## src/rtl/core/kced_pkg.sv

```systemverilog
// Package with types, codes and constants of the key click event detector.
`timescale 1ns / 1ps
package kced_pkg;

  localparam int NUM_KEYS_DEF = 4;
  localparam int KEY_IDX_W    = 2;
  localparam int TICK_W       = 32;
  localparam int CFG_IDX_W    = 2;
  localparam int CFG_DATA_W   = 16;
  localparam int CLICK_W      = 2;

  // Expiry holds while (now - deadline) mod 2^32 lies below this limit.
  localparam logic [TICK_W-1:0] EXPIRE_LIMIT = 32'h7FFF_FFFF;

  localparam logic [CFG_DATA_W-1:0] DEBOUNCE_RST     = 16'd50;
  localparam logic [CFG_DATA_W-1:0] LONG_PRESS_RST   = 16'd3000;
  localparam logic [CFG_DATA_W-1:0] DOUBLE_CLICK_RST = 16'd400;

  localparam logic [CFG_IDX_W-1:0] CFG_DEBOUNCE     = 2'd0;
  localparam logic [CFG_IDX_W-1:0] CFG_LONG_PRESS   = 2'd1;
  localparam logic [CFG_IDX_W-1:0] CFG_DOUBLE_CLICK = 2'd2;

  typedef enum logic [4:0] {
    PH_IDLE     = 5'b00001,
    PH_DEBOUNCE = 5'b00010,
    PH_PRESSED  = 5'b00100,
    PH_DOUBLE   = 5'b01000,
    PH_LONG     = 5'b10000
  } phase_t;

  typedef enum logic [2:0] {
    EV_NONE    = 3'd0,
    EV_PRESS   = 3'd1,
    EV_LONG    = 3'd2,
    EV_SHORT   = 3'd3,
    EV_DOUBLE  = 3'd4,
    EV_RELEASE = 3'd5
  } event_t;

  typedef struct packed {
    phase_t              phase;
    logic [TICK_W-1:0]   deadline;
    logic                armed;
    logic [CLICK_W-1:0]  clicks;
  } key_state_t;

  localparam key_state_t KEY_STATE_RST = '{
    phase:    PH_IDLE,
    deadline: '0,
    armed:    1'b0,
    clicks:   '0
  };

  typedef struct packed {
    logic [CFG_DATA_W-1:0] debounce;
    logic [CFG_DATA_W-1:0] long_press;
    logic [CFG_DATA_W-1:0] double_click;
  } cfg_t;

  typedef struct packed {
    key_state_t nxt;
    event_t     ev;
  } step_t;

endpackage

```

## src/rtl/core/kced_cfg_regs.sv

```systemverilog
// Configuration registers for the debounce, long-press and double-click intervals.
`timescale 1ns / 1ps
module kced_cfg_regs (
  input  logic                            clk,
  input  logic                            rst_n,
  input  logic                            wr_en,
  input  logic [kced_pkg::CFG_IDX_W-1:0]  wr_index,
  input  logic [kced_pkg::CFG_DATA_W-1:0] wr_data,
  output kced_pkg::cfg_t                  cfg
);
  import kced_pkg::*;

  cfg_t cfg_r;

  // Writes to an index past the register list fall through and are dropped.
  always_ff @(posedge clk) begin
    if (!rst_n) begin
      cfg_r.debounce     <= DEBOUNCE_RST;
      cfg_r.long_press   <= LONG_PRESS_RST;
      cfg_r.double_click <= DOUBLE_CLICK_RST;
    end else if (wr_en) begin
      case (wr_index)
        CFG_DEBOUNCE:     cfg_r.debounce     <= wr_data;
        CFG_LONG_PRESS:   cfg_r.long_press   <= wr_data;
        CFG_DOUBLE_CLICK: cfg_r.double_click <= wr_data;
        default: ;
      endcase
    end
  end

  assign cfg = cfg_r;

endmodule

```

## src/rtl/core/kced_state_mem.sv

```systemverilog
// Per-key state memory with registered read, valid bits and write forwarding.
`timescale 1ns / 1ps
module kced_state_mem #(
  parameter int NUM_KEYS = kced_pkg::NUM_KEYS_DEF,
  parameter int ADDR_W   = 2
) (
  input  logic                   clk,
  input  logic                   rst_n,
  input  logic                   rd_en,
  input  logic [ADDR_W-1:0]      rd_addr,
  input  logic                   wr_en,
  input  logic [ADDR_W-1:0]      wr_addr,
  input  kced_pkg::key_state_t   wr_data,
  output kced_pkg::key_state_t   rd_data
);
  import kced_pkg::*;

  key_state_t               mem_r [NUM_KEYS];
  logic [NUM_KEYS-1:0]      valid_r;
  key_state_t               rd_q_r;
  logic                     rd_vld_r;
  logic [ADDR_W-1:0]        rd_addr_r;
  key_state_t               fwd_data_r;
  logic [ADDR_W-1:0]        fwd_addr_r;
  logic                     fwd_vld_r;

  // Storage array: read-before-write, one read and one write port.
  always_ff @(posedge clk) begin
    if (wr_en) begin
      mem_r[wr_addr] <= wr_data;
    end
    if (rd_en) begin
      rd_q_r    <= mem_r[rd_addr];
      rd_addr_r <= rd_addr;
    end
    if (wr_en) begin
      fwd_data_r <= wr_data;
      fwd_addr_r <= wr_addr;
    end
  end

  // Entries never written read as the reset state.
  always_ff @(posedge clk) begin
    if (!rst_n) begin
      valid_r   <= '0;
      rd_vld_r  <= 1'b0;
      fwd_vld_r <= 1'b0;
    end else begin
      if (wr_en) begin
        valid_r[wr_addr] <= 1'b1;
        fwd_vld_r        <= 1'b1;
      end
      if (rd_en) begin
        rd_vld_r <= valid_r[rd_addr];
      end
    end
  end

  // The forward register always holds the newest write, so a match on it
  // is at least as fresh as the array word, and covers a write that landed
  // on the same edge as the read.
  always_comb begin
    if (fwd_vld_r && (fwd_addr_r == rd_addr_r)) begin
      rd_data = fwd_data_r;
    end else if (rd_vld_r) begin
      rd_data = rd_q_r;
    end else begin
      rd_data = KEY_STATE_RST;
    end
  end

endmodule

```

## src/rtl/core/kced_fsm.sv

```systemverilog
// Next-state and event logic for one key scan sample.
`timescale 1ns / 1ps
module kced_fsm (
  input  kced_pkg::key_state_t            cur,
  input  logic                            held,
  input  logic [kced_pkg::TICK_W-1:0]     now,
  input  kced_pkg::cfg_t                  cfg,
  output kced_pkg::step_t                 step
);
  import kced_pkg::*;

  logic [TICK_W-1:0]     diff;
  logic                  expired;
  logic [CFG_DATA_W-1:0] interval;
  logic [TICK_W-1:0]     arm_tick;

  assign diff    = now - cur.deadline;
  assign expired = cur.armed && (diff < EXPIRE_LIMIT);

  // The interval armed in each phase is fixed, so the add runs beside the compare.
  always_comb begin
    case (cur.phase)
      PH_DEBOUNCE: interval = cfg.long_press;
      PH_PRESSED:  interval = cfg.double_click;
      default:     interval = cfg.debounce;
    endcase
  end

  assign arm_tick = now + {{(TICK_W-CFG_DATA_W){1'b0}}, interval};

  always_comb begin
    step.nxt = cur;
    step.ev  = EV_NONE;
    case (cur.phase)
      PH_IDLE: begin
        step.nxt.clicks = '0;
        if (held) begin
          step.nxt.phase    = PH_DEBOUNCE;
          step.nxt.deadline = arm_tick;
          step.nxt.armed    = 1'b1;
        end
      end
      PH_DEBOUNCE: begin
        if (expired) begin
          step.ev           = EV_PRESS;
          step.nxt.phase    = PH_PRESSED;
          step.nxt.deadline = arm_tick;
          step.nxt.armed    = 1'b1;
        end else if (!held) begin
          step.nxt.phase = PH_IDLE;
        end
      end
      PH_PRESSED: begin
        if (expired) begin
          step.ev        = EV_LONG;
          step.nxt.phase = PH_LONG;
          step.nxt.armed = 1'b0;
        end else if (!held) begin
          step.nxt.phase    = PH_DOUBLE;
          step.nxt.deadline = arm_tick;
          step.nxt.armed    = 1'b1;
        end
      end
      PH_DOUBLE: begin
        if (!expired) begin
          if (cur.clicks == CLICK_W'(1)) begin
            step.ev         = EV_DOUBLE;
            step.nxt.clicks = '0;
            step.nxt.phase  = PH_IDLE;
          end
          if (held) begin
            step.nxt.phase    = PH_DEBOUNCE;
            step.nxt.deadline = arm_tick;
            step.nxt.armed    = 1'b1;
            step.nxt.clicks   = step.nxt.clicks + CLICK_W'(1);
          end
        end else begin
          step.nxt.armed = 1'b0;
          if (!held) begin
            step.ev         = EV_SHORT;
            step.nxt.phase  = PH_IDLE;
            step.nxt.clicks = '0;
          end
        end
      end
      PH_LONG: begin
        if (!held) begin
          step.ev        = EV_RELEASE;
          step.nxt.phase = PH_IDLE;
        end
      end
      default: ;
    endcase
  end

endmodule

```

## src/rtl/core/key_click_event_detector_unit.sv

```systemverilog
// Top level of the key click event detector: pipeline control and output register.
`timescale 1ns / 1ps
// Usage
//   Input channel (in_valid / in_ready): one transaction is one scan sample of one
//   key: in_key_index, in_pressed and the free-running tick in_now_tick.
//   Output channel (out_valid / out_ready): exactly one transaction per input
//   transaction, in order, carrying out_key_id, out_event_code and out_event_valid.
//   Configuration channel (cfg_valid / cfg_ready): writes the debounce, long-press
//   and double-click intervals by index; cfg_ready is always high. Write it only
//   while the block is idle. Indexes past the register list are ignored.
// Pipeline and throughput
//   The accepting edge starts the registered read of the per-key state memory and
//   loads the middle stage; once the output register is free, the state update is
//   loaded into the output register, from which the result is taken. One transaction
//   is taken per cycle while out_ready keeps the output draining; the rate is set by
//   the single read and single write port of the state memory, with the write of
//   one sample forwarded to the read of the next when both hit the same key.
// Reset and stall
//   Synchronous active-low reset restores the interval registers and clears the
//   state memory's valid bits, so every key starts idle with no timer running.
//   When out_ready stays low the output register and the middle stage fill up and
//   in_ready drops; nothing is lost or repeated.
module key_click_event_detector_unit #(
  parameter int NUM_KEYS = kced_pkg::NUM_KEYS_DEF
) (
  input  logic                            clk,
  input  logic                            rst_n,
  input  logic                            in_valid,
  output logic                            in_ready,
  input  logic [kced_pkg::KEY_IDX_W-1:0]  in_key_index,
  input  logic                            in_pressed,
  input  logic [kced_pkg::TICK_W-1:0]     in_now_tick,
  output logic                            out_valid,
  input  logic                            out_ready,
  output logic [kced_pkg::KEY_IDX_W-1:0]  out_key_id,
  output logic [2:0]                      out_event_code,
  output logic                            out_event_valid,
  input  logic                            cfg_valid,
  output logic                            cfg_ready,
  input  logic [kced_pkg::CFG_IDX_W-1:0]  cfg_index,
  input  logic [kced_pkg::CFG_DATA_W-1:0] cfg_data
);
  import kced_pkg::*;

  localparam int ADDR_W = (NUM_KEYS > 1) ? $clog2(NUM_KEYS) : 1;

  cfg_t                cfg;
  key_state_t          cur_state;
  step_t               step;

  // Middle stage: the sample whose key state is being read from memory.
  logic                s1_vld_r;
  logic [KEY_IDX_W-1:0] s1_key_r;
  logic                s1_held_r;
  logic [TICK_W-1:0]   s1_now_r;
  logic                s1_inr_r;

  // Output register.
  logic                out_vld_r;
  logic [KEY_IDX_W-1:0] out_key_r;
  event_t              out_ev_r;

  logic                out_free;
  logic                s1_adv;
  logic                in_acc;
  logic                in_range;
  logic [ADDR_W-1:0]   rd_addr;
  logic [ADDR_W-1:0]   wr_addr;
  event_t              ev_nxt;

  // The output register frees up when it is empty or being drained this cycle.
  assign out_free = !out_vld_r || out_ready;
  assign s1_adv   = s1_vld_r && out_free;
  assign in_ready = !s1_vld_r || out_free;
  assign in_acc   = in_valid && in_ready;

  // Samples for keys beyond the configured count leave the state untouched.
  assign in_range = (32'(in_key_index) < NUM_KEYS);
  assign rd_addr  = ADDR_W'(in_key_index);
  assign wr_addr  = ADDR_W'(s1_key_r);

  assign cfg_ready = 1'b1;

  kced_cfg_regs u_cfg_regs (
    .clk      (clk),
    .rst_n    (rst_n),
    .wr_en    (cfg_valid),
    .wr_index (cfg_index),
    .wr_data  (cfg_data),
    .cfg      (cfg)
  );

  kced_state_mem #(
    .NUM_KEYS (NUM_KEYS),
    .ADDR_W   (ADDR_W)
  ) u_state_mem (
    .clk     (clk),
    .rst_n   (rst_n),
    .rd_en   (in_acc),
    .rd_addr (rd_addr),
    .wr_en   (s1_adv && s1_inr_r),
    .wr_addr (wr_addr),
    .wr_data (step.nxt),
    .rd_data (cur_state)
  );

  kced_fsm u_fsm (
    .cur  (cur_state),
    .held (s1_held_r),
    .now  (s1_now_r),
    .cfg  (cfg),
    .step (step)
  );

  assign ev_nxt = s1_inr_r ? step.ev : EV_NONE;

  always_ff @(posedge clk) begin
    if (!rst_n) begin
      s1_vld_r  <= 1'b0;
      out_vld_r <= 1'b0;
    end else begin
      if (in_acc) begin
        s1_vld_r <= 1'b1;
      end else if (s1_adv) begin
        s1_vld_r <= 1'b0;
      end
      if (s1_adv) begin
        out_vld_r <= 1'b1;
      end else if (out_ready) begin
        out_vld_r <= 1'b0;
      end
    end
  end

  always_ff @(posedge clk) begin
    if (in_acc) begin
      s1_key_r  <= in_key_index;
      s1_held_r <= in_pressed;
      s1_now_r  <= in_now_tick;
      s1_inr_r  <= in_range;
    end
    if (s1_adv) begin
      out_key_r <= s1_key_r;
      out_ev_r  <= ev_nxt;
    end
  end

  assign out_valid       = out_vld_r;
  assign out_key_id      = out_key_r;
  assign out_event_code  = out_ev_r;
  assign out_event_valid = (out_ev_r != EV_NONE);

endmodule

```

## config.mk

```make
export PLATFORM = sky130hd
export DESIGN_NAME = key_click_event_detector_unit
export DESIGN_NICKNAME = d
export VERILOG_FILES = /design/src/rtl/core/kced_pkg.sv /design/src/rtl/core/kced_cfg_regs.sv /design/src/rtl/core/kced_state_mem.sv /design/src/rtl/core/kced_fsm.sv /design/src/rtl/core/key_click_event_detector_unit.sv
export SDC_FILE = /design/constraint.sdc
export NUM_CORES = 1
export LEC_CHECK = 0
export ABC_AREA = 0
export BUFFER_PORTS_ARGS = -buffer_cell sky130_fd_sc_hd__buf_2
export CAP_MARGIN = 10
export CELL_PAD_IN_SITES_DETAIL_PLACEMENT = 1
export CELL_PAD_IN_SITES_GLOBAL_PLACEMENT = 1
export CORE_UTILIZATION = 46
export DETAILED_ROUTE_END_ITERATION = 8
export PLACE_DENSITY = 0.83
export SETUP_SLACK_MARGIN = 0.5
export SYNTH_ARGS = -nofsm -noshare
export SYNTH_HDL_FRONTEND = slang
export SYNTH_SLANG_ARGS = --single-unit
```

## constraint.sdc

```tcl
create_clock -name clk -period 6.82 [get_ports clk]
set_input_delay 0 -clock clk [delete_from_list [all_inputs] [get_ports clk]]
set_output_delay 0 -clock clk [all_outputs]
set_load 0.02 [all_outputs]
```

==> results_dict.tcl, run 1 <==
set metrics [dict create \
    p_leak_uw 0.007334 \
    cap_violations 0 \
    synth_top_family_by_area "compound AO/OA/AOI/OAI gates" \
    hold_viol 0 \
    die_h_um 195.4 \
    layout_common_cells "280 x edfxtp_1, 203 x nand2_1, 65 x buf_2" \
    cp.required_ns 7.09 \
    syn2layout_area_growth_pct 18.99 \
    htreeDepth 2 \
    nets 1692 \
    setup_slack_ns 0.5300 \
    p_per_area_nw_per_um2 250.5 \
    clock-sinks 336 \
    yosysTopAreaCellShare_pct 48.85 \
    finalInstanceArea_um2 20480 \
    synth_nets 1541 \
    synth_seq_cells 336 \
    dp_hpwl_um 35270 \
    min_period_ns 6.290 \
    drt_iter0_markers 1185 \
    worst_setup_path_start_kind "flop" \
    std_cell_rows 70 \
    finalWirelength_um 53880 \
    final_cells 2104 \
    async_flop_share_pct 0 \
    vias 13290 \
    grt_pass1_wl_um 82700 \
    port_buffers 65 \
    coreArea_um2 36700 \
    track_usage_pct 28.52 \
    rsz0062_at_grt "false" \
    firstDrtPassIters 5 \
    place_ws_ns -0.2400 \
    antenna_left 0 \
    clock_latency_ns 0.56 \
    cts_tree "built" \
    vias_per_cell 6.317 \
    yosys.area_share.xor_xnor_pct 3.024 \
    syn-cell-area_um2 17210 \
    synth_top_area_cell "edfxtp_1" \
    cts_root_buf "clkbuf_16" \
    synth-simple-area-share_pct 13.55 \
    crit_path_end_kind "flop" \
    drv_slew 0 \
    crit_fanout 6 \
    grt_max_degree 57 \
    clock_skew_ns 0.02210 \
    ir_drop_mv 0.2611 \
    synth_cells 1456 \
    route.detailed.drc 0 \
    drive_gt1_share_pct 19.57 \
    cts.clk_slew.worst_paths_ns 0.06 \
    die_area_um2 38190 \
    cts_buffer_depth 3 \
    overflow 0 \
    place_congestion 0.9234 \
    synth_fa_ha_area_share_pct 3.293 \
    cp_data_arrival_time_ns 6.56 \
    yosys_warnings 0 \
    first_global_vias 14010 \
    start_util_pct 46.90 \
    max_slew_margin_pct 28.95 \
    power_uw 5129 \
    status "finished clean" \
    fin_crit_sh_pct 92.23 \
    tightest_slew_ns 1.066 \
    avgSynthCellArea_um2 11.82 \
    layout_commonest_cell "edfxtp_1" \
    synth_seq_area_share_pct 55.36 \
    worstHoldPathType "primary input to flop" \
    ys.flop_type "edfxtp_1" \
    antenna_found_initial 1 \
    placedCellCount 1965 \
    synth_edf_count 280 \
    setup_viol 0 \
    wire_per_inst_um 25.61 \
    synth_compound_area_share_pct 14.76 \
    critPathKind "flop to flop" \
    cts_buffers 37 \
    muxShareOfSynthArea_pct 7.437 \
    synth_area_leaders "edfxtp_1 49%, dfxtp_1 6.5%, mux4_2 5.4%" \
    fmax_ghz 0.1590 \
    place_area_um2 18190 \
    synth_cell_types 94 \
    ios 67 \
    die_x_um 195.4 \
]
-- critical path: stages (launching register included) --
cell,delay [ns]
edfxtp_1,0.54
xnor2_2,0.28
nand3_2,0.19
and3_1,0.23
a21oi_1,0.18
inv_1,0.10
nor2_1,0.15
and3_4,0.25
nor2_1,0.09
nand2_1,0.10
nand2_1,0.10
ha_1,0.25
fa_2,0.38
a21o_1,0.18
a21oi_2,0.19
o21bai_1,0.11
a21oi_2,0.16
o21bai_1,0.10
a211o_1,0.32
a2111oi_4,0.35
o31ai_2,0.12
o311a_1,0.41
and3_4,0.22
xor2_1,0.19
mux2_2,0.29
a222oi_1,0.31
o22ai_2,0.18
-- cell usage after synthesis (17+ instances only) --
master	instances
mux4_2	41
a21boi_0	36
or3_1	19
nand2_1	204
a31oi_1	32
a22oi_1	24
and2_1	17
a21oi_1	58
clkbuf_1	51
inv_1	38
o21ai_0	42
dfxtp_1	56
edfxtp_1	280
nor3_1	19
xnor2_1	38
ha_1	26
and3_1	26
nand3_1	48
nor2_1	55
mux2i_1	30
maj3_1	21
-- per-stage QoR --
stage	hold WS, ns	utilization [%]	TNS [ns]
after floorplan	0.09887	-	0
after global placement	0.1761	49.58	0
after detailed placement	0.1784	49.58	-1.200
after CTS	0.001932	55.10	0
after global routing	0.04474	55.81	0
final	0.02061	55.81	0
-- flip-flops by register name, indices dropped and copies added (netlist names), 2 cells and up --
signal	count
out_event_code	3
s1_now_r	32
u_cfg_regs.cfg	48
u_state_mem.fwd_addr_r	2
u_state_mem.fwd_data_r	40
u_state_mem.mem_r	160
u_state_mem.rd_addr_r	2
u_state_mem.rd_q_r	40
u_state_mem.valid_r	4
-- area by class of cell --
class	instances	area [µm²]
clock inverters	14	177.7
inverters	38	142.6
flip-flops and latches	336	9529
well taps	468	585.6
fillers	3737	16220
diodes	1	2.502
multi-input cells	1014	7645
clock buffers	53	1049
repair buffers	180	1349
-- report_power, final --
group / internal (µW) / switching [µW]
clock network: 1200 / 834
logic: 265 / 421
registers: 2350 / 60.0
total: 3810 / 1320
-- worst paths after layout --
check,from,end,slack (ns),cells after the start
worst max-delay path,u_state_mem.fwd_addr_r[0],u_state_mem.fwd_data_r[29],0.53,26
worst min-delay path,cfg_index[0],u_cfg_regs.cfg[35],0.02,5
worst max register to register,u_state_mem.fwd_addr_r[0],u_state_mem.fwd_data_r[29],0.53,26
worst min register to register,u_cfg_regs.cfg[37],u_cfg_regs.cfg[37],0.47,2
-- routing by layer --
layer / GRT usage (%) / share of wire (%)
met2: 47.29 / 49
met3: 4.180 / 6.0
met1: 37.74 / 42
met4: 11.37 / 3.6
met5: 0 / 0
-- cells by family (layout without fill, tap and decap cells) --
kind of cell             Yosys count  count (layout)
AND/OR/NAND/NOR                  475             475
XOR/XNOR                          56              56
other                              1               2
AO/OA/AOI/OAI                    357             357
multiplexers                      76              76
adder cells (fa/ha/maj)           49              49
buffers and inverters            106             285
flip-flops                       336             336
-- repair_timing --
item	in CTS	in global routing
pin swaps	14	11
endpoints found under the setup margin	185	190
hold endpoints to repair	83	0
resized for setup	41	39
hold buffers	52	0
setup buffers	10	9
(Power assumes the default switching activity.)
==> run 2, diff against run 1 <==
--- a/config.mk
+++ b/config.mk
@@ -10,10 +10,11 @@
 export CAP_MARGIN = 10
 export CELL_PAD_IN_SITES_DETAIL_PLACEMENT = 1
 export CELL_PAD_IN_SITES_GLOBAL_PLACEMENT = 1
-export CORE_UTILIZATION = 46
+export CORE_UTILIZATION = 55
 export DETAILED_ROUTE_END_ITERATION = 8
-export PLACE_DENSITY = 0.83
+export PLACE_DENSITY_LB_ADDON = 0.1
 export SETUP_SLACK_MARGIN = 0.5
+export SLEW_MARGIN = 20
 export SYNTH_ARGS = -nofsm -noshare
 export SYNTH_HDL_FRONTEND = slang
 export SYNTH_SLANG_ARGS = --single-unit
==> constraint.sdc (replaced) <==
create_clock -name clk -period 7.85 [get_ports clk]
set_input_delay 0 -clock clk [delete_from_list [all_inputs] [get_ports clk]]
set_output_delay 0 -clock clk [all_outputs]
set_load 0.02 [all_outputs]
==> results_dict.tcl, run 2 (synthesis gave the netlist of run 1 again) <==
set metrics [dict create \
    crit_fanout 15 \
    largest_reg_flops 160 \
    max_slew_margin_pct 28.09 \
    top_usage_layer "met2" \
    fin_tns_setup_ns 0 \
    final_cells 1999 \
    nets 1659 \
    vias 13220 \
    p_leak_uw 0.007112 \
    nFillCells 3011 \
    htreeDepth 2 \
    ir_drop_mv 0.1650 \
    grt_use_met1_pct 45.01 \
    cts_buffer_depth 3 \
    dp_hpwl_um 34640 \
    die_x_um 178.9 \
    coreArea_um2 30670 \
    internal_power_uw 3246 \
    p_clk_share_pct 39.4 \
    drive_gt1_share_pct 15.22 \
    antenna_left 0 \
    syn2layout_area_growth_pct 15.05 \
    std_cell_rows 64 \
    cts_buffers 38 \
    firstDrtPassIters 5 \
    drt_iter0_markers 1178 \
    place_congestion 0.9155 \
    grt_pass1_wl_um 81090 \
    cts_tree "built" \
    crit_path_end_kind "flop" \
    fmax_ghz 0.1413 \
    seqPwrFrac_pct 47.9 \
    grt_use_met3_pct 4.813 \
    clock-sinks 336 \
    critPathKind "flop to flop" \
    p_per_area_nw_per_um2 220.6 \
    worst_setup_path_start_kind "flop" \
    route.detailed.drc 0 \
    first_global_vias 13850 \
    power.share.switching_pct 25.68 \
    worstHoldPathType "primary input to flop" \
    n_antenna_cell 0 \
    placedCellCount 1874 \
    regMostFlops "u_state_mem.mem_r" \
    overflow 0 \
    setup_viol 0 \
    cp.required_ns 8.11 \
    cts_root_buf "clkbuf_16" \
    grtUsageMet2_pct 57.92 \
    cap_violations 0 \
    die_h_um 178.9 \
    finalWirelength_um 53530 \
    fin_crit_sh_pct 90.13 \
    layout_commonest_cell "edfxtp_1" \
    port_buffers 65 \
    ios 67 \
    switchingPower_uw 1122 \
    utilization_pct 64.56 \
    rsz0062_at_grt "false" \
    track_usage_pct 33.98 \
    wire_per_inst_um 26.78 \
    power_frac_comb_pct 12.7 \
    start_util_pct 56.12 \
    tightest_slew_ns 1.062 \
    min_period_ns 7.075 \
    antenna_found_initial 0 \
    setup_slack_ns 0.7749 \
    grt_max_degree 77 \
    cp_data_arrival_time_ns 7.33 \
    layout_common_cells "280 x edfxtp_1, 204 x nand2_1, 65 x buf_2" \
    clock_skew_ns 0.01087 \
    place_ws_ns 0.03977 \
    die_area_um2 32010 \
    cts.clk_slew.worst_paths_ns 0.06 \
    vias_per_cell 6.612 \
    hold_viol 0 \
    drv_slew 0 \
    status "finished clean" \
    clock_latency_ns 0.53 \
]
[run 2: area by class of cell]
class | instances | area, µm² | share of cell area [%]
sequential | 336 | 9529 | 48.12
multi-input combinational | 1014 | 7371 | 37.22
timing repair buffer | 146 | 1075 | 5.428
clock buffer | 52 | 1045 | 5.276
tap | 396 | 495.5 | 2.502
clock inverter | 17 | 143.9 | 0.7267
inverter | 38 | 142.6 | 0.7203
[run 2: worst paths after layout]
| path | startpoint | slack [ns] | end | depth (start not counted) |
|---|---|---|---|---|
| hold reg to reg | u_cfg_regs.cfg[22] | 0.47 | u_cfg_regs.cfg[22] | 2 |
| setup / recovery | u_state_mem.rd_addr_r[0] | 0.77 | u_state_mem.fwd_data_r[4] | 21 |
| setup reg to reg | u_state_mem.rd_addr_r[0] | 0.77 | u_state_mem.fwd_data_r[4] | 21 |
| hold / removal | cfg_index[1] | 0.08 | u_cfg_regs.cfg[44] | 5 |
[run 2: what timing repair did]
item	in CTS	in global routing
buffers inserted	3	1
gates cloned	0	0
setup endpoints to repair	165	160
hold endpoints to repair	83	0
resized for setup	6	19
pin swaps	1	0
hold buffers	52	0
[run 2: metrics by stage]
step / total power [µW] / hold WS, ns / instance area, µm²
after global routing: 4485 / 0.1051 / 19800
after floorplan: 2458 / 0.09887 / 17210
final: 4368 / 0.07845 / 19800
after CTS: 4361 / 0.05281 / 19710
after global placement: 2608 / 0.1760 / 17950
after detailed placement: 2634 / 0.1784 / 17950
[run 2: metal layers]
layer / part of all wire [%] / routed length [µm]
met5: 0 / 0
met4: 2.6 / 1379
met3: 6.5 / 3496
met2: 49 / 26430
met1: 42 / 22230
[run 2: power by group through the flow]
| stage | clock network (µW) | logic (µW) | registers [µW] |
|---|---|---|---|
| after floorplan | 0 | 350 | 2110 |
| after detailed placement | 0 | 507 | 2130 |
| after global routing | 1800 | 591 | 2100 |
| final | 1720 | 555 | 2090 |
| after CTS | 1730 | 536 | 2090 |
| after global placement | 0 | 485 | 2120 |
[run 2: worst max-delay path, stage by stage (launching register included)]
cell,delay (ns)
edfxtp_1,0.56
xor2_4,0.29
nor3_4,0.31
buf_4,0.23
nor2_1,0.07
a21oi_1,0.24
xor2_1,0.13
ha_1,0.21
a31oi_1,0.22
nand3_1,0.16
a2111oi_1,0.58
o31a_1,0.34
o22ai_2,0.17
or3_1,0.36
a221oi_1,0.29
nand4_1,0.14
or4b_1,0.76
o21a_2,0.41
o221ai_2,0.32
nand3b_1,0.18
buf_4,0.33
mux2i_1,0.50
==> run 3, diff against run 2 <==
--- a/config.mk
+++ b/config.mk
@@ -6,7 +6,7 @@
 export NUM_CORES = 1
 export LEC_CHECK = 0
 export ABC_AREA = 0
-export BUFFER_PORTS_ARGS = -buffer_cell sky130_fd_sc_hd__buf_2
+export BUFFER_PORTS_ARGS = -buffer_cell sky130_fd_sc_hd__buf_4
 export CAP_MARGIN = 10
 export CELL_PAD_IN_SITES_DETAIL_PLACEMENT = 1
 export CELL_PAD_IN_SITES_GLOBAL_PLACEMENT = 1
==> results_dict.tcl, run 3 (synthesis gave the netlist of run 1 again) <==
set metrics [dict create \
    cts.clk_slew.worst_paths_ns 0.07 \
    largest_reg_flops 160 \
    htreeDepth 2 \
    power_frac_comb_pct 12.9 \
    cp.required_ns 8.09 \
    p_leak_uw 0.007240 \
    track_usage_pct 36.83 \
    die_h_um 178.9 \
    drt_iter0_markers 1298 \
    p_clk_share_pct 41.1 \
    critPathLaunch "u_state_mem.rd_addr_r[0]" \
    crit_fanout 18 \
    layout_commonest_cell "edfxtp_1" \
    tightest_slew_ns 1.150 \
    internal_power_uw 3364 \
    nFillCells 2984 \
    wire_per_inst_um 29.30 \
    multi_input_area_um2 7408 \
    nets 1668 \
    status "finished clean" \
    finalWirelength_um 58810 \
    die_x_um 178.9 \
    cp_data_arrival_time_ns 7.35 \
    syn2layout_area_growth_pct 17.24 \
    port_buffers 65 \
    setup_viol 0 \
    switchingPower_uw 1194 \
    std_cell_rows 64 \
    drv_slew 0 \
    placedCellCount 1873 \
    final_cells 2007 \
    place_congestion 0.9634 \
    drive_gt1_share_pct 16.26 \
    cts_root_buf "clkbuf_16" \
    antenna_found_initial 1 \
    max_slew_margin_pct 23.34 \
    cts_tree "built" \
    critPathKind "flop to flop" \
    seqPwrFrac_pct 46.0 \
    worstHoldPathType "primary input to flop" \
    ir_drop_mv 0.2653 \
    fin_tns_setup_ns 0 \
    n_antenna_cell 0 \
    hold_viol 0 \
    vias 13730 \
    crit_path_end_kind "flop" \
    seqCellArea_um2 9529 \
    hold_slack_ns 0.04188 \
    coreArea_um2 30670 \
    clock_latency_ns 0.55 \
    rsz0062_at_grt "false" \
    holdCritStartpoint "cfg_index[0]" \
    grt_pass1_wl_um 87080 \
    p_per_area_nw_per_um2 225.9 \
    first_global_vias 14410 \
    worst_setup_path_start_kind "flop" \
    fmax_ghz 0.1407 \
    clock_skew_ns 0.03088 \
    overflow 0 \
    route.detailed.drc 0 \
    clock-sinks 336 \
    layout_common_cells "280 x edfxtp_1, 204 x nand2_1, 98 x buf_4" \
    power.share.switching_pct 26.20 \
    finalInstanceArea_um2 20180 \
    place_area_um2 18110 \
    grt_max_degree 72 \
    antenna_left 0 \
    die_area_um2 32010 \
    start_util_pct 56.12 \
    cts_buffers 38 \
    r2r-start "u_state_mem.rd_addr_r[0]" \
    cts_buffer_depth 3 \
    vias_per_cell 6.841 \
    ios 67 \
    firstDrtPassIters 5 \
    cap_violations 0 \
    min_period_ns 7.107 \
    fin_crit_sh_pct 90.54 \
    regMostFlops "u_state_mem.mem_r" \
    dp_hpwl_um 34820 \
    reg2reg_slack_ns 0.74 \
]
-- run 3: repair_timing --
item	in CTS	in global routing
pin swaps	1	2
endpoints found under the setup margin	10	170
hold buffers	56	0
cloned	0	0
hold endpoints to repair	93	0
resized for setup	3	31
buffers inserted	5	5
-- run 3: power groups by stage --
| stage | combinational [µW] | sequential [µW] | clock [µW] |
|---|---|---|---|
| after floorplan | 350 | 2110 | 0 |
| after global placement | 498 | 2120 | 0 |
| after detailed placement | 516 | 2130 | 0 |
| after CTS | 548 | 2090 | 1860 |
| after global routing | 621 | 2100 | 1940 |
| final | 589 | 2100 | 1870 |
-- run 3: final timing paths --
path / end / cells after the start
worst max-delay path: u_state_mem.fwd_data_r[29] / 26
worst min-delay path: u_cfg_regs.cfg[32] / 5
worst min register to register: u_cfg_regs.cfg[3] / 2
worst max register to register: u_state_mem.fwd_data_r[29] / 26
-- run 3: worst max-delay path, stage by stage (launching register included) --
cell       delay, ns
edfxtp_1        0.54
xor2_4          0.28
nor3_4          0.42
buf_4           0.19
o21a_2          0.22
nand2_1         0.18
nor3_2          0.32
buf_6           0.25
nor2_1          0.08
buf_4           0.22
nand2_1         0.10
nand2_1         0.11
fa_1            0.42
a21o_1          0.18
a21oi_1         0.23
o21bai_1        0.16
a21oi_2         0.23
o21bai_1        0.13
a211o_1         0.37
a2111oi_4       0.33
o31ai_1         0.17
o311a_1         0.48
and3_1          0.23
xor2_1          0.19
mux2_2          0.30
a222oi_1        0.29
o22ai_2         0.17
-- run 3: layout make-up --
type | count | area share [%]
well taps | 396 | 2.456
flip-flops and latches | 336 | 47.23
clock inverters | 17 | 1.104
repair buffers | 155 | 6.480
clock buffers | 51 | 5.314
inverters | 38 | 0.7069
multi-input cells | 1014 | 36.71
-- run 3: per-layer routing --
layer / track usage [%] / vias up / part of all wire (%)
li1: - / 5884 / -
met1: 47.45 / 7046 / 41
met2: 62.73 / 651 / 49
met3: 5.683 / 147 / 6.7
met4: 13.38 / 2 / 3.4
met5: 0 / - / 0.022
-- run 3: per-stage QoR --
step                      utilization (%)  total power [µW]  worst slack, ns
final                               65.79              4559           0.7429
after global routing                65.79              4658           0.4562
after CTS                           65.28              4505           0.5473
after detailed placement            59.04              2644           0.5730
after global placement              59.04              2621           0.8291
after floorplan                         -              2458            1.137
